## config.mk

```make
export PLATFORM = sky130hd
export DESIGN_NAME = srdv_sum_cell
export DESIGN_NICKNAME = d
export VERILOG_FILES = /design/src/rtl/srdv_pkg.sv /design/src/rtl/srdv_sum_cell.sv
export SDC_FILE = /design/constraint.sdc
export NUM_CORES = 1
export LEC_CHECK = 0
export BUFFER_PORTS_ARGS = -buffer_cell sky130_fd_sc_hd__clkbuf_2
export CAP_MARGIN = 15
export CORE_MARGIN = 2
export CORE_UTILIZATION = 25
export DETAILED_ROUTE_END_ITERATION = 6
export PLACE_DENSITY_LB_ADDON = 0.05
export SLEW_MARGIN = 10
export SYNTH_ARGS = -nofsm -noshare
export SYNTH_HDL_FRONTEND = slang
export SYNTH_SLANG_ARGS = --single-unit
export TNS_END_PERCENT = 5
```

## constraint.sdc

```tcl
create_clock -name clk -period 0.8 [get_ports clk]
set_input_delay 0.04 -clock clk [delete_from_list [all_inputs] [get_ports clk]]
set_output_delay 0.04 -clock clk [all_outputs]
set_load 0.1 [all_outputs]
```

## src/rtl/srdv_pkg.sv

```systemverilog
// ----------------------------------------------------------------------------
// srdv_pkg: shared types and constants for the sensor ring direction core
// Widths of the running sums, the CORDIC and root datapath, the arctangent
// table in degrees Q16, and the structs that travel along the cell chains.
// ----------------------------------------------------------------------------
package srdv_pkg;

    // Frame and result field widths
    localparam int BITS_W      = 32;
    localparam int TRIM_W      = 9;
    localparam int THR_W       = 12;
    localparam int MAG_W       = 12;
    localparam int DIR_W       = 9;
    localparam int CFG_DATA_W  = 12;
    localparam int CFG_INDEX_W = 1;

    // Datapath widths
    localparam int UNIT_W       = 16;  // Q1.14 unit vector component
    localparam int SUM_W        = 21;  // signed sum of up to 32 components
    localparam int ABS_W        = 20;  // magnitude of one sum
    localparam int SQ_W         = 40;  // X*X + Y*Y
    localparam int ROOT_W       = 20;  // floor square root of SQ_W bits
    localparam int CORDIC_STEPS = 20;
    localparam int CX_W         = 33;  // CORDIC x and y
    localparam int Z_W          = 25;  // angle in degrees Q16
    localparam int V_W          = 26;  // trim minus angle, degrees Q16
    localparam int DEG_W        = 10;  // whole degrees before wrapping

    localparam int CORDIC_PRESHIFT = 10;
    localparam int FRAC_SHIFT      = 16;
    localparam int MAG_SHIFT       = 6;

    localparam logic [V_W-1:0] FRAC_MASK = V_W'(65535);
    localparam logic [MAG_W-1:0] MAG_MAX = 12'd4095;

    localparam logic signed [Z_W-1:0] DEG45_Q16  = 25'sd2949120;
    localparam logic signed [Z_W-1:0] DEG90_Q16  = 25'sd5898240;
    localparam logic signed [Z_W-1:0] DEG180_Q16 = 25'sd11796480;

    localparam logic signed [DEG_W-1:0] DIR_LIMIT = 10'sd180;
    localparam logic signed [DEG_W-1:0] DEG_TURN  = 10'sd360;

    localparam logic signed [TRIM_W-1:0] TRIM_RESET      = 9'sd5;
    localparam logic [THR_W-1:0]         THRESHOLD_RESET = 12'd0;

    // Unit vector table generation, Q30
    localparam longint unsigned Q30_ONE = 64'd1073741824;
    localparam longint unsigned PI_Q30  = 64'd3373259426;

    // atan(2^-i) in degrees Q16
    localparam logic signed [Z_W-1:0] ATAN_DEG_Q16 [CORDIC_STEPS] = '{
        25'sd2949120, 25'sd1740967, 25'sd919879, 25'sd466945, 25'sd234378,
        25'sd117303,  25'sd58666,   25'sd29335,  25'sd14668,  25'sd7334,
        25'sd3667,    25'sd1833,    25'sd917,    25'sd458,    25'sd229,
        25'sd115,     25'sd57,      25'sd29,     25'sd14,     25'sd7
    };

    typedef enum logic [CFG_INDEX_W-1:0] {
        CFG_ANGLE_TRIM    = 1'b0,
        CFG_FAR_THRESHOLD = 1'b1
    } cfg_index_t;

    // How the first-quadrant angle is found
    typedef enum logic [2:0] {
        ANG_CORDIC = 3'd0,
        ANG_ZERO   = 3'd1,
        ANG_ON_X   = 3'd2,
        ANG_ON_Y   = 3'd3,
        ANG_DIAG   = 3'd4
    } angle_case_t;

    typedef struct packed {
        logic [BITS_W-1:0]       bits;
        logic signed [SUM_W-1:0] sx;
        logic signed [SUM_W-1:0] sy;
    } sum_data_t;

    typedef struct packed {
        logic      valid;
        sum_data_t data;
    } sum_stage_t;

    typedef struct packed {
        logic signed [CX_W-1:0] x;
        logic signed [CX_W-1:0] y;
        logic signed [Z_W-1:0]  z;
        logic [SQ_W-1:0]        rem;
        logic [ROOT_W-1:0]      root;
        logic                   sx_neg;
        logic                   sy_neg;
        angle_case_t            acase;
    } vec_data_t;

    typedef struct packed {
        logic      valid;
        vec_data_t data;
    } vec_stage_t;

endpackage

```

## src/rtl/srdv_sum_cell.sv

```systemverilog
// ----------------------------------------------------------------------------
// srdv_sum_cell: one sensor of the ring
// Adds the fixed unit vector of its sensor to the running sums when the
// sensor bit is low, then hands the frame on to the next cell.
// ----------------------------------------------------------------------------
module srdv_sum_cell #(
    parameter int SENSOR_COUNT = 32,
    parameter int INDEX        = 0
) (
    input  logic                clk,
    input  logic                rst_n,
    input  srdv_pkg::sum_stage_t stage_in,
    output srdv_pkg::sum_stage_t stage_out
);
    import srdv_pkg::*;

    // Sin or cos of this sensor's angle, rounded to Q1.14
    function automatic longint unit_coord(input bit want_sin);
        longint q;
        longint m;
        longint si;
        longint ci;
        longint c_out;
        longint s_out;
        longint unsigned am;
        longint unsigned x;
        longint unsigned u;
        longint unsigned t;
        longint unsigned s;
        longint unsigned c;
        q  = (8 * INDEX + SENSOR_COUNT) / 2 / SENSOR_COUNT;
        m  = 4 * INDEX - q * SENSOR_COUNT;
        am = (m < 0) ? -m : m;
        x  = PI_Q30 * am / 2 / SENSOR_COUNT;
        u  = (x * x) >> 30;
        t  = Q30_ONE;
        t  = Q30_ONE - ((u * t) >> 30) / 110;
        t  = Q30_ONE - ((u * t) >> 30) / 72;
        t  = Q30_ONE - ((u * t) >> 30) / 42;
        t  = Q30_ONE - ((u * t) >> 30) / 20;
        t  = Q30_ONE - ((u * t) >> 30) / 6;
        s  = (x * t) >> 30;
        t  = Q30_ONE;
        t  = Q30_ONE - ((u * t) >> 30) / 132;
        t  = Q30_ONE - ((u * t) >> 30) / 90;
        t  = Q30_ONE - ((u * t) >> 30) / 56;
        t  = Q30_ONE - ((u * t) >> 30) / 30;
        t  = Q30_ONE - ((u * t) >> 30) / 12;
        c  = Q30_ONE - ((u * t) >> 30) / 2;
        si = longint'((s + 64'd32768) >> 16);
        ci = longint'((c + 64'd32768) >> 16);
        if (m < 0)
        begin
            si = -si;
        end
        unique case (q & 3)
            0:
            begin
                c_out = ci;
                s_out = si;
            end
            1:
            begin
                c_out = -si;
                s_out = ci;
            end
            2:
            begin
                c_out = -ci;
                s_out = -si;
            end
            default:
            begin
                c_out = si;
                s_out = -ci;
            end
        endcase
        return want_sin ? s_out : c_out;
    endfunction

    localparam logic signed [UNIT_W-1:0] COS_K = UNIT_W'(unit_coord(1'b0));
    localparam logic signed [UNIT_W-1:0] SIN_K = UNIT_W'(unit_coord(1'b1));

    logic      valid_reg;
    sum_data_t data_reg;
    sum_data_t data_next;

    always_comb
    begin
        data_next = stage_in.data;
        // active-low sensor: add its vector
        if (!stage_in.data.bits[INDEX])
        begin
            data_next.sx = stage_in.data.sx + SUM_W'(COS_K);
            data_next.sy = stage_in.data.sy + SUM_W'(SIN_K);
        end
    end

    always_ff @(posedge clk or negedge rst_n)
    begin
        if (!rst_n)
        begin
            valid_reg <= 1'b0;
        end
        else
        begin
            valid_reg <= stage_in.valid;
        end
    end

    always_ff @(posedge clk)
    begin
        if (stage_in.valid)
        begin
            data_reg <= data_next;
        end
    end

    always_comb
    begin
        stage_out.valid = valid_reg;
        stage_out.data  = data_reg;
    end

endmodule

```

# Yosys cells after proc, flatten, opt, wreduce, memory -nomap -nowiden
# Cells that the tools add are included.
# word_totals
regBits,75
inputBits,77
out_inout_bits,75
# classes
n_addsub,1
muxes,1
# ops
operator,count
two-way mux 42 bit,1
"adder 21 x 16 -> 21 bit, second input constant",1

# Depth between registers and ports, before layout
# logic_depth
depth_word,2
depth_mapped,3

# Worst setup path before layout
# No wires, ideal clock.
# synth_path
path_kind,register to output
from,"register data_reg, in the netlist stage_out[0]"
to,output port stage_out[0] in the netlist's numbering
arrival_time_ns,0.904
setup_slack_ns,-0.144
stages_incl_launch_ff,1
path_buffers,0
path_cell_list,edfxtp_1
# synth_rtl
element,line,text
"start, declared",srdv_sum_cell.sv:85,sum_data_t data_reg;
"start signal, assigned",srdv_sum_cell.sv:115,data_reg <= data_next;
"end, declared",srdv_sum_cell.sv:13,output srdv_pkg::sum_stage_t stage_out
# No word-level cell between the ends.

# Worst setup path in the final report
# layout_path
from,"register data_reg, in the netlist stage_out[38]"
to,output port stage_out[38] in the netlist's numbering
# No word-level cell between the ends.

==> summary.md <==
| Metric | Value |
|---|---|
| Core area | `9240 µm²` |
| Final setup viols | `75` |
| Sequential Power Share | `42.6%` |
| Synth Area per Inst | `26.1 µm²` |
| Final setup TNS | `-13930 ps` |
| Antenna violations before repair | `0` |
| Die span in x | `slightly above 100 µm` |
| Final Cycle Share | `126%` |
| Non-filler cells, final | `465` |
| ANT nets after route | `0` |
| Fmax | `roughly 1.0 GHz` |
| Slew Viols, Final | `0` |
| PwrDens | `2150 nW/µm²` |
| P_sw | `around 0.0042 W` |
| Core Util, Final | `58.3%` |
| Crit-path slowest cell | `edfxtp_1` |
| CTS max path bufs | `2` |
| Slew @ Worst Pin | `159 ps` |
| Largest register FFs | `74` |
| Hold Crit Class | `in2async` |
| Register area share after synthesis | `a little over nine tenths` |
| Vias | `1736` |
| Inst Count DP | `380` |
| Grt total ovfl | `0` |
| Max FO, Critical Path | `1` |
| Num CTS Buffers | `9` |
| Final wirelength | `6080 µm` |
| Failing checks | `negative setup slack` |
| Largest net degree at the start of global routing | `23` |
| Clk sinks | `75` |
| Port Buf Inserts | `~150` |
| Number of core rows | `35` |
| Fin nets | `409` |
| Max cap viols | `0` |
| Syn nets | `169` |
| Relative slew slack | `89.4%` |
| Cts repair resizes | `0` |
| Internal cell power | `about 0.0074 W` |
| Die area | `slightly above 10000 µm²` |
| Crit-path cells | `buf_12` |
| Synth Register Bits | `75` |
| CP Data Required Time | `760 ps` |
| WS Path Type | `reg2out` |
| Global-route wire length before repair | `9220 µm` |
| Synthesis-to-layout area growth | `127%` |
| Crit path depth | `1` |
| Vias/cell | `3.73` |
| Htree depth | `3` |
| Setup crit end kind | `output pin` |
| Initial core utilization | `between 20% and 30%` |
| CTS tree | `built` |
| Switch share | `36.4%` |
| Clock power frac | `21.7%` |
| Filler cells | `720` |
| Routability cong. | `around 0.68` |
| Final Worst Setup Slack | `-205 ps` |
| GRT Overall Usage | `12.1%` |
| Share of cells above drive strength 1 | `52.4%` |
| Gate Count Post-Synth | `91` |
| Die H | `102 µm` |
| Min Tclk post-route | `1000 ps` |
| Leak pwr | `2.23 nW` |
| ANT cells | `0` |
| Worst path bufs/invs | `1` |
| Post-Syn Area | `2380 µm²` |
| DRC violations left | `0` |
| Yosys warning count | `0` |
| Wirelength per Cell | `13.1 µm` |
| Peak VDD IR | `0.000952 V` |
| Crit path launch type | `flip-flop` |
| Status | `complete, but fails checks` |
| CP delay by family, top | `flip-flops` |
| Combinational share of power | `35.6%` |
| Initial DRC count | `27` |
| Cell variety after synth | `13` |
| Top-Level Pins | `152` |
| Worst-path clk slew | `80 ps` |
| Vias in the first global route | `1816` |
| Placed cell area | `4530 µm²` |
| 1st-pass router iterations | `2` |
| CP Data Arrival Time | `960 ps` |
| Final count of hold timing violations | `0` |
| CP peak stage delay | `430 ps` |
| Post-route cell area | `5390 µm²` |
| RSZ-0062 raised after global routing | `true` |
| Root Buffer Master | `clkbuf_8` |
layout by cell type (no fill, tap or decap), types with 2 or more instances in the layout:
master         count
buf_12            78
clkbuf_8           9
clkinvlp_4         3
dlygate4sd3_1     69
clkbuf_2          75
nand3_1            2
edfxtp_1          74
buf_4              8
xnor2_1            5
through the flow:
step | hold WS, ps | setup WS, ps | total power (W)
after detailed placement | -185 | -143 | 0.00890
after global routing | 29.4 | -246 | 0.0120
final | 25.1 | -205 | 0.0116
after floorplan | -256 | -144 | 0.00713
after CTS | 2.74 | -231 | 0.0117
after global placement | -185 | -128 | 0.00887
final timing paths:
check | from | end | slack (ps)
min in group clk | stage_in[74] | stage_out[47]$_DFFE_PP_ | 30
setup / recovery | stage_out[38]$_DFFE_PP_ | stage_out[38] | -200
max in group asynchronous | rst_n | valid_reg$_DFF_PN0_ | 690
hold / removal | rst_n | valid_reg$_DFF_PN0_ | 30
synth_stat cells, drive strengths merged:
cell	instances	share of area, %
xor2	1	0.37
buf	1	0.32
mux2	1	0.47
nand2b	1	0.26
and4b	1	0.42
edfxtp	74	93
and2	1	0.26
dfrtp	1	1.1
nand3	2	0.42
xnor2	5	1.8
and2b	1	0.32
nand4	1	0.26
ha	1	0.53
kinds of logic after synthesis:
family	Yosys count	synth area share [%]
flops	75	94.5
simple gates	7	1.95
xor+xnor	6	2.21
buf+inv	1	0.316
mux	1	0.474
fa+ha+maj	1	0.526
power by group through the flow:
stage / clock (W) / sequential, W / combinational (W)
6_report: 0.00251 / 0.00493 / 0.00412
5_1_grt: 0.00277 / 0.00496 / 0.00423
3_3_place_gp: 0 / 0.00501 / 0.00387
2_1_floorplan: 0 / 0.00707 / 0.0000602
4_1_cts: 0.00264 / 0.00493 / 0.00415
3_5_place_dp: 0 / 0.00502 / 0.00388
routing by layer:
metal  global-route usage [%]  vias to the layer above  share of wire, %
met5                        0                        -                 0
met4                     4.99                        0               1.7
met3                     4.21                       11               7.9
met2                     20.3                       82                53
met1                     14.0                      804                38
li1                         -                      839                 -
area by class of cell:
class                   instances  area [µm²]  share of cell area, %
repair buffers                230        2690                   49.9
flip-flops and latches         75        2250                   41.7
well taps                     129         161                   3.00
multi-input cells              15         123                   2.28
clock buffers                  10         128                   2.37
clock inverters                 6        40.0                  0.743
what timing repair did:
item / in CTS / in global routing
hold endpoints to repair: 69 / 0
buffers inserted: 0 / 0
hold buffers: 69 / 0
setup endpoints to repair: 75 / 75
(Power assumes the default switching activity.)
