**config.mk**
```make
export PLATFORM = sky130hd
export DESIGN_NAME = srdv_vec_cell
export DESIGN_NICKNAME = d
export VERILOG_FILES = /design/src/rtl/srdv_pkg.sv /design/src/rtl/srdv_vec_cell.sv
export SDC_FILE = /design/constraint.sdc
export NUM_CORES = 1
export LEC_CHECK = 0
export ABC_AREA = 1
export BUFFER_PORTS_ARGS = -buffer_cell sky130_fd_sc_hd__buf_2
export CORE_ASPECT_RATIO = 1.75
export CORE_MARGIN = 1.5
export CORE_UTILIZATION = 51
export DETAILED_ROUTE_END_ITERATION = 10
export GPL_ROUTABILITY_DRIVEN = 0
export GPL_TIMING_DRIVEN = 0
export HOLD_SLACK_MARGIN = 0.06
export PLACE_DENSITY = 0.79
export SLEW_MARGIN = 5
export SYNTH_ARGS = -nofsm -noshare
export SYNTH_HDL_FRONTEND = slang
export SYNTH_SLANG_ARGS = --single-unit
```
**constraint.sdc**
```tcl
create_clock -name clk -period 0.8 [get_ports clk]
set_input_delay 0.2 -clock clk [delete_from_list [all_inputs] [get_ports clk]]
set_output_delay 0.2 -clock clk [all_outputs]
set_load 0.01 [all_outputs]
```
**src/rtl/srdv_pkg.sv**
```systemverilog
// ----------------------------------------------------------------------------
// srdv_pkg: shared types and constants for the sensor ring direction core
// Widths of the running sums, the CORDIC and root datapath, the arctangent
// table in degrees Q16, and the structs that travel along the cell chains.
// ----------------------------------------------------------------------------
package srdv_pkg;

    // Frame and result field widths
    localparam int BITS_W      = 32;
    localparam int TRIM_W      = 9;
    localparam int THR_W       = 12;
    localparam int MAG_W       = 12;
    localparam int DIR_W       = 9;
    localparam int CFG_DATA_W  = 12;
    localparam int CFG_INDEX_W = 1;

    // Datapath widths
    localparam int UNIT_W       = 16;  // Q1.14 unit vector component
    localparam int SUM_W        = 21;  // signed sum of up to 32 components
    localparam int ABS_W        = 20;  // magnitude of one sum
    localparam int SQ_W         = 40;  // X*X + Y*Y
    localparam int ROOT_W       = 20;  // floor square root of SQ_W bits
    localparam int CORDIC_STEPS = 20;
    localparam int CX_W         = 33;  // CORDIC x and y
    localparam int Z_W          = 25;  // angle in degrees Q16
    localparam int V_W          = 26;  // trim minus angle, degrees Q16
    localparam int DEG_W        = 10;  // whole degrees before wrapping

    localparam int CORDIC_PRESHIFT = 10;
    localparam int FRAC_SHIFT      = 16;
    localparam int MAG_SHIFT       = 6;

    localparam logic [V_W-1:0] FRAC_MASK = V_W'(65535);
    localparam logic [MAG_W-1:0] MAG_MAX = 12'd4095;

    localparam logic signed [Z_W-1:0] DEG45_Q16  = 25'sd2949120;
    localparam logic signed [Z_W-1:0] DEG90_Q16  = 25'sd5898240;
    localparam logic signed [Z_W-1:0] DEG180_Q16 = 25'sd11796480;

    localparam logic signed [DEG_W-1:0] DIR_LIMIT = 10'sd180;
    localparam logic signed [DEG_W-1:0] DEG_TURN  = 10'sd360;

    localparam logic signed [TRIM_W-1:0] TRIM_RESET      = 9'sd5;
    localparam logic [THR_W-1:0]         THRESHOLD_RESET = 12'd0;

    // Unit vector table generation, Q30
    localparam longint unsigned Q30_ONE = 64'd1073741824;
    localparam longint unsigned PI_Q30  = 64'd3373259426;

    // atan(2^-i) in degrees Q16
    localparam logic signed [Z_W-1:0] ATAN_DEG_Q16 [CORDIC_STEPS] = '{
        25'sd2949120, 25'sd1740967, 25'sd919879, 25'sd466945, 25'sd234378,
        25'sd117303,  25'sd58666,   25'sd29335,  25'sd14668,  25'sd7334,
        25'sd3667,    25'sd1833,    25'sd917,    25'sd458,    25'sd229,
        25'sd115,     25'sd57,      25'sd29,     25'sd14,     25'sd7
    };

    typedef enum logic [CFG_INDEX_W-1:0] {
        CFG_ANGLE_TRIM    = 1'b0,
        CFG_FAR_THRESHOLD = 1'b1
    } cfg_index_t;

    // How the first-quadrant angle is found
    typedef enum logic [2:0] {
        ANG_CORDIC = 3'd0,
        ANG_ZERO   = 3'd1,
        ANG_ON_X   = 3'd2,
        ANG_ON_Y   = 3'd3,
        ANG_DIAG   = 3'd4
    } angle_case_t;

    typedef struct packed {
        logic [BITS_W-1:0]       bits;
        logic signed [SUM_W-1:0] sx;
        logic signed [SUM_W-1:0] sy;
    } sum_data_t;

    typedef struct packed {
        logic      valid;
        sum_data_t data;
    } sum_stage_t;

    typedef struct packed {
        logic signed [CX_W-1:0] x;
        logic signed [CX_W-1:0] y;
        logic signed [Z_W-1:0]  z;
        logic [SQ_W-1:0]        rem;
        logic [ROOT_W-1:0]      root;
        logic                   sx_neg;
        logic                   sy_neg;
        angle_case_t            acase;
    } vec_data_t;

    typedef struct packed {
        logic      valid;
        vec_data_t data;
    } vec_stage_t;

endpackage

```
**src/rtl/srdv_vec_cell.sv**
```systemverilog
// ----------------------------------------------------------------------------
// srdv_vec_cell: one CORDIC vectoring step and one square root digit
// Rotates (x, y) towards the x axis by atan(2^-INDEX) and settles one bit of
// the floor square root of X*X + Y*Y.
// ----------------------------------------------------------------------------
module srdv_vec_cell #(
    parameter int INDEX = 0
) (
    input  logic                clk,
    input  logic                rst_n,
    input  srdv_pkg::vec_stage_t stage_in,
    output srdv_pkg::vec_stage_t stage_out
);
    import srdv_pkg::*;

    localparam int BIT_POS = ROOT_W - 1 - INDEX;

    logic                   valid_reg;
    vec_data_t              data_reg;
    vec_data_t              data_next;
    logic signed [CX_W-1:0] dx;
    logic signed [CX_W-1:0] dy;
    logic [SQ_W:0]          trial;

    always_comb
    begin
        dx    = stage_in.data.y >>> INDEX;
        dy    = stage_in.data.x >>> INDEX;
        // (2*root + b) * b with b = 2^BIT_POS
        trial = ((SQ_W + 1)'(stage_in.data.root) << (BIT_POS + 1))
              + ((SQ_W + 1)'(1) << (2 * BIT_POS));
        data_next = stage_in.data;
        if (!stage_in.data.y[CX_W-1])
        begin
            data_next.x = stage_in.data.x + dx;
            data_next.y = stage_in.data.y - dy;
            data_next.z = stage_in.data.z + ATAN_DEG_Q16[INDEX];
        end
        else
        begin
            data_next.x = stage_in.data.x - dx;
            data_next.y = stage_in.data.y + dy;
            data_next.z = stage_in.data.z - ATAN_DEG_Q16[INDEX];
        end
        if ({1'b0, stage_in.data.rem} >= trial)
        begin
            data_next.rem  = SQ_W'({1'b0, stage_in.data.rem} - trial);
            data_next.root = stage_in.data.root | (ROOT_W'(1) << BIT_POS);
        end
    end

    always_ff @(posedge clk or negedge rst_n)
    begin
        if (!rst_n)
        begin
            valid_reg <= 1'b0;
        end
        else
        begin
            valid_reg <= stage_in.valid;
        end
    end

    always_ff @(posedge clk)
    begin
        if (stage_in.valid)
        begin
            data_reg <= data_next;
        end
    end

    always_comb
    begin
        stage_out.valid = valid_reg;
        stage_out.data  = data_reg;
    end

endmodule

```
==> results of run 1 <==
==> cell families after synthesis <==
family | share of synthesized area [%]
AND/OR/NAND/NOR | 32.8
AO/OA/AOI/OAI | 7.27
buffers and inverters | 12.9
flip-flops | 32.4
XOR/XNOR | 2.37
adder cells (fa/ha/maj) | 12.2
==> routing by layer <==
| layer | overflow | GRT usage (%) |
|---|---|---|
| met5 | 0 | 10.7 |
| met4 | 34 | 65.8 |
| met3 | 3 | 44.0 |
| met2 | 57 | 87.2 |
| met1 | 2 | 63.0 |
==> cells in the mapped netlist, drive strengths merged (7+ instances only) <==
cell type	n
clkbuf	10
edfxtp	155
a21oi	98
nor3	14
nor2	147
o22ai	7
o21ai	63
o21bai	12
nand3	180
ha	133
xor2	33
inv	426
nand2	754
nand4	31
buf	40
==> stage by stage <==
step           util [%]  hold WS (ns)  setup slack [ns]
3_3_place_gp       64.8       -0.0250             -2.29
3_5_place_dp       64.9       -0.0243             -1.60
2_1_floorplan         -       -0.0956             -1.04
4_1_cts            80.3        0.0157            -0.891
==> timing repair <==
action,4_1_cts
gates resized for setup,590
pin swaps,255
cloned,6
setup endpoints to repair,356
endpoints found under the hold margin,62
hold buffers,62
setup buffers,106
==> results.cfg, run 1 <==
[clock_network]
cts.htree.levels = 4
cts.sinks = 156
clk_path_buf_depth = 2
numCtsBuffers = 17
clockRootBuffer = clkbuf_16

[synthesis]
synth_cell_types = 41
syn_nets = 2437
synth_edf_count = 155
synthTopCellsByArea = edfxtp_1 32%, nand2_1 20%, ha_1 12%
synth_flop_cell = edfxtp_1
async_flop_share_pct = 0.641
seq_area_frac_synth_pct = 32.4
ys.warnings.count = 0
yosysTopAreaCellShare_pct = 32.3
syn-cell-area_um2 = 14400
synthCells = 2140
yosysTopAreaCell = edfxtp_1
syn_area_per_cell_um2 = 6.74
synth_seq_cells = 156

[timing]
endpoint_type = register data pin
worstEndpointGrtRepair = stage_out[113]$_DFFE_PP_/D

[floorplanning]
rows = 81
start_util_pct = 51.8
ios = 316
die_w_um = 130
dieHeight_um = 226

[global_routing]
grtUsageTotal_pct = 65.0
grt_start_max_net_pins = 54
grt_overflow = 96

[placement]
dp_cells = 2829
port-buffer-count = 315
place_area_um2 = 18100
dp_hpwl_um = 40400

[run_status]
stop_stage = 5_1_grt
error_line = [ERROR GRT-0232] Routing congestion too high. Check the congestion heatmap in the GUI.
status = aborted with a tool error
==> inputs of run 2 (changes only) <==
CORE_ASPECT_RATIO = unset   (was 1.75)
CORE_UTILIZATION = 40   (was 51)
HOLD_SLACK_MARGIN = unset   (was 0.06)
PLACE_DENSITY = unset   (was 0.79)
PLACE_DENSITY_LB_ADDON = 0.15   (was unset)
clock period = 1.04 ns   (was 0.8 ns; I/O delays follow)
==> run 2 against run 1 <==
Net effect: the flow now finishes, with violations (setup timing); area after synthesis is the same; synthesized cell count unchanged.
==> results.cfg, run 2 <==
[min_path]
hp-start = stage_in[11]
hold_depth = 1
worstHoldEndpoint = stage_out[11]$_DFFE_PP_
hp-class = in -> reg

[setup_path]
cp_slowest_cell = ha_4
crit_fanout = 8
critPathCaptureType = register
worst-setup-path-type = in -> reg
start_kind = primary input
cpMostUsedCell = nand2_4
arrival_ns = 2.05
crit_path_max_incr_delay_ns = 0.41
crit_required_ns = 1.30
crit_chain = buf_4, inv_2, ha_4, inv_4, nand2_4, nand2_4, a21oi_4, nand2_2, nand2_2, nand2_4, xor2_4, o21ai_2

[timing]
period_share_pct = 173
fin_ws_ns = -0.757
rsz0062_at_grt = yes
worst_slew_pin_slew_ns = 1.10
layout_min_cycle_time_ns = 1.80
setup_viol_count_final = 247
drv_slew = 0
slew-limit-headroom_pct = 26.7
finalHoldViolations = 0
fmax_mhz = 557
setup-tns-final_ns = -78.98

[routing]
postRouteAntennaNets = 0
via_count = 16800
vias_per_cell = 5.37
wire_per_inst_um = 19.4
wirelength_um = 60600
firstDrtPassIters = 8
drcViolationCount = 0
dr.first_iter.drc_count = 1446

[clock_network]
path_clk_slew_ns = 0.07
cts.sinks = 156
cts_tree = yes
numCtsBuffers = 17
clk_path_buf_depth = 2
cts.htree.levels = 4
clockRootBuffer = clkbuf_16

[synthesis]
syn-cell-area_um2 = 14400
yosysMostFrequentCell = nand2_1
yosysTopAreaCell = edfxtp_1
synth_seq_cells = 156
synthTopCellsByArea = edfxtp_1 32%, nand2_1 20%, ha_1 12%
syn_nets = 2437
async_flop_share_pct = 0.641
ys.warnings.count = 0
syn_area_per_cell_um2 = 6.74
seq_area_frac_synth_pct = 32.4
synth_cell_types = 41
synth_commonest_cells = 753 x nand2_1, 420 x inv_1, 174 x nand3_1
yosysTopAreaCellShare_pct = 32.3
synthCells = 2140
synth_flop_cell = edfxtp_1
synth_edf_count = 155

[global_routing]
grt_pass1_vias = 16000
grtUsageMet1_pct = 36.3
grt_first_pass_wirelength_um = 85700
grt_use_met3_pct = 5.18
grtUsageTotal_pct = 30.4
grt_overflow = 0
grt.busiest_layer = met2
use_met2_pct = 52.1
grt_start_max_net_pins = 62
antenna_found_initial = 2

[cells_and_area]
utilization_pct = 66.9
nets = 2951
final_cell_mix = 442 x nand2_1, 314 x inv_1, 258 x buf_2
fillCellCount = 2824
drive_above_1_share_pct = 49.2
final_common_cell = nand2_1
largest_reg_flops = 155
synthToLayoutAreaGrowth_pct = 65.0

[placement]
port-buffer-count = 315
dp_hpwl_um = 42500

[floorplanning]
ios = 316
dieArea_um2 = 37200
start_util_pct = 40.6
dieHeight_um = 193
core_um2 = 35600
die_w_um = 193
rows = 69

[run_status]
status = finished with violations
violations = setup timing

[power]
power_density_nw_per_um2 = 1130
p_leak_uw = 0.0116
ir_drop_mv = 1.41

[flow_run]
max-cap-violations = 0
==> run 2: worst max-delay path, delay by kind of cell <==
kind	cells	cell delay (ns)
AND/OR/NAND/NOR	5	0.50
AO/OA/AOI/OAI	2	0.45
adder cells (fa/ha/maj)	1	0.41
buffers and inverters	3	0.22
XOR/XNOR	1	0.19
==> run 2: worst max-delay path by stage <==
stage                        from                  endpoint  slack [ns]  depth (start not counted)
global route         stage_in[95]  stage_out[106]$_DFFE_PP_       -0.78                         12
detailed placement   stage_in[23]   stage_out[53]$_DFFE_PP_       -1.37                         10
CTS                  stage_in[23]   stage_out[49]$_DFFE_PP_       -0.68                         10
finish               stage_in[95]  stage_out[106]$_DFFE_PP_       -0.76                         12
floorplan           stage_in[122]   stage_out[88]$_DFFE_PP_       -0.86                         12
global placement    stage_in[156]  stage_out[103]$_DFFE_PP_       -2.23                          1
==> run 2: power breakdown <==
group          leakage (uW)  internal (uW)  switching (uW)
Sequential          0.00153           7860             233
Combinational       0.00985           5170            7610
Clock              0.000248           3080            2940
==> run 2: per-stage QoR <==
| step | instance area [um^2] | hold slack (ns) | std cells | total power (uW) | worst slack (ns) |
|---|---|---|---|---|---|
| global placement | 18200 | 0.0373 | 2916 | 16900 | -2.23 |
| global route | 23800 | -0.00439 | 3130 | 28100 | -0.778 |
| finish | 23800 | 0.00794 | 3130 | 26900 | -0.757 |
| CTS | 22600 | 0.000669 | 3108 | 25600 | -0.684 |
| floorplan | 16000 | -0.0356 | 2140 | 13900 | -0.862 |
| detailed placement | 18200 | 0.0379 | 2917 | 17000 | -1.37 |
==> run 2: area by class of cell <==
cell class / instances / area (um^2) / share of cell area (%)
Antenna cell: 2 / 5.00 / 0.0210
Sequential cell: 156 / 4680 / 19.7
Clock inverter: 15 / 115 / 0.484
Inverter: 427 / 1790 / 7.54
Multi-Input combinational cell: 1508 / 11800 / 49.4
Buffer: 43 / 578 / 2.43
Tap cell: 461 / 577 / 2.42
Clock buffer: 17 / 425 / 1.79
Timing Repair Buffer: 501 / 3880 / 16.3
==> run 2: logic make-up after synthesis <==
logic type                 after synthesis  synth area share, %
AOI/OAI and AO/OA                      194                 7.27
xor gates and xnor gates                39                 2.37
buffers and inverters                  477                 12.9
and+or+nand+nor                       1136                 32.8
adders and majority gates              138                 12.2
DFF                                    156                 32.4
==> run 2: layer usage <==
metal  vias up  share of wire, %
met2       933                48
met4         0               5.7
met5         -                 0
met3       237               8.3
met1      7871                38
li1       7759                 -
==> run 2: what timing repair did <==
action | 4_1_cts | 5_1_grt
buffers inserted | 112 | 27
gates resized for setup | 677 | 271
setup endpoints to repair | 346 | 295
hold endpoints to repair | 42 | 1
pin swaps | 292 | 142
hold buffers | 42 | 1
gates cloned | 10 | 0
Power figures use the tool's default switching activity.
==> inputs of run 3 (changes only) <==
SKIP_LAST_GASP = 1   (was unset)
==> run 3 against run 2 <==
Net effect: the flow still finishes with violations (setup timing); die area is the same; via count is 0.80% higher; total power is 0.56% higher; global-route usage is essentially flat; flip-flop and latch count stayed put; sequential share of layout area decreased by 0.098 points; count of clock-buffer cells in the layout is the same; worst setup slack lost 0.15 ns; cell count grew 0.13%; maximum frequency shrank 7.8%; clock power about the same; first-iteration DRC count decreased by 2.4%; largest cell class unchanged.
==> results.cfg, run 3 (same netlist as run 2, synthesis figures left out) <==
[run_status]
status = finished with violations
violations = setup timing

[global_routing]
antenna_found_initial = 2
grt_pass1_vias = 16000
grt_overflow = 0
grt_start_max_net_pins = 62
grt_first_pass_wirelength_um = 85600
grtUsageTotal_pct = 30.4

[cells_and_area]
utilization_pct = 67.3
final_cells = 3134
largest_reg_flops = 155
nets = 2955
stdcell_area_um2 = 23900
multi_input_area_um2 = 11800
synthToLayoutAreaGrowth_pct = 65.8
seqCellArea_um2 = 4680
fillCellCount = 2781
drive_above_1_share_pct = 49.7
final_common_cell = nand2_1
final_cell_mix = 436 x nand2_1, 316 x inv_1, 258 x buf_2

[power]
power_density_nw_per_um2 = 1130
p_sw_uw = 10900
switching_share_pct = 40.3
power_frac_comb_pct = 47.8
ir_drop_mv = 1.43
p_leak_uw = 0.0117
clock_power_share_pct = 22.3
seqPwrFrac_pct = 29.9
internal_power_uw = 16200

[setup_path]
cp_slowest_cell = ha_4
arrival_ns = 2.12
crit_fanout = 6
crit_path_max_incr_delay_ns = 0.33
crit_chain = buf_4, inv_2, ha_4, buf_12, inv_4, nand2_4, nand2_4, a21oi_4, nand2_2, nand2_2, nand2_4, xor2_4, o21ai_2
cpMostUsedCell = nand2_4
start_kind = primary input
crit_required_ns = 1.21
critPathCaptureType = register
worst-setup-path-type = in -> reg

[placement]
pre_cts_ws_ns = -1.37
dp_hpwl_um = 42500
port-buffer-count = 315
place_area_um2 = 18200
dp_cells = 2917

[routing]
postRouteAntennaNets = 0
drcViolationCount = 0
wirelength_um = 61700
wire_per_inst_um = 19.7
dr.first_iter.drc_count = 1411
firstDrtPassIters = 9
vias_per_cell = 5.40
via_count = 16900

[timing]
setup_viol_count_final = 247
fmax_mhz = 513
drv_slew = 0
setup-tns-final_ns = -82.45
finalHoldViolations = 0
rsz0062_at_grt = yes
worst_slew_pin_slew_ns = 1.02
fin_ws_ns = -0.908
slew-limit-headroom_pct = 31.8
layout_min_cycle_time_ns = 1.95
period_share_pct = 187

[floorplanning]
dieHeight_um = 193
start_util_pct = 40.6
rows = 69
die_w_um = 193
core_um2 = 35600
dieArea_um2 = 37200
ios = 316

[min_path]
hold_depth = 1
hp-start = stage_in[36]
hp-class = in -> reg
worstHoldEndpoint = stage_out[36]$_DFFE_PP_

[flow_run]
max-cap-violations = 0

[clock_network]
cts.sinks = 156
clockRootBuffer = clkbuf_16
path_clk_slew_ns = 0.07
clk_path_buf_depth = 2
cts_tree = yes
numCtsBuffers = 17
cts.htree.levels = 4
## run 3: cell types whose count changed in the layout (fill, tap and decap cells not counted), sizes merged
cell	before	now
buf	490	494
## run 3: how the worst max path moves through the flow
stage	start	end	slack, ns	cells after the start
3_3_place_gp	stage_in[156]	stage_out[103]$_DFFE_PP_	-2.23	1
5_1_grt	stage_in[95]	stage_out[106]$_DFFE_PP_	-0.92	13
6_report	stage_in[95]	stage_out[106]$_DFFE_PP_	-0.91	13
4_1_cts	stage_in[23]	stage_out[49]$_DFFE_PP_	-0.68	10
3_5_place_dp	stage_in[23]	stage_out[53]$_DFFE_PP_	-1.37	10
2_1_floorplan	stage_in[122]	stage_out[88]$_DFFE_PP_	-0.86	12
## run 3: repair_timing
item                                    CTS  global route
endpoints found under the hold margin    42             1
endpoints found under the setup margin  346           295
resized for setup                       669           292
hold buffers                             42             1
cloned                                   10             0
buffers inserted                        112            31
pin swaps                               287           142
## run 3: layout make-up
type                            instances  area share, %
Antenna cell                            2         0.0209
Buffer                                 43           2.42
Clock buffer                           17           1.78
Clock inverter                         15          0.481
Inverter                              427           7.49
Multi-Input combinational cell       1508           49.4
Sequential cell                       156           19.6
Tap cell                              461           2.41
Timing Repair Buffer                  505           16.5
## run 3: stage by stage
stage	hold WS, ns	total power, uW
after detailed placement	0.0379	17000
after global routing	-0.00299	28200
final	0.00934	27000
after global placement	0.0373	16900
after floorplan	-0.0356	13900
after CTS	0.000669	25600
## run 3: power groups by stage
stage          sequential, uW  clock, uW  combinational, uW
4_1_cts                  8090       6100              11400
3_3_place_gp             8210          0               8650
5_1_grt                  8160       6330              13700
2_1_floorplan            8600          0               5280
3_5_place_dp             8220          0               8780
6_report                 8090       6020              12900
## run 3: critical path, delay by kind of cell
family                   cells  cell delay, ns
AO/OA/AOI/OAI                2            0.39
XOR/XNOR                     1            0.21
adder cells (fa/ha/maj)      1            0.33
buffers and inverters        4            0.34
AND/OR/NAND/NOR              5            0.57
## run 3: metal layers
metal,vias up,part of all wire [%],GRT usage (%)
met2,975,48,52.1
met4,0,6.0,16.1
met3,272,9.0,5.24
li1,7760,-,-
met5,-,0,0
met1,7927,37,36.2
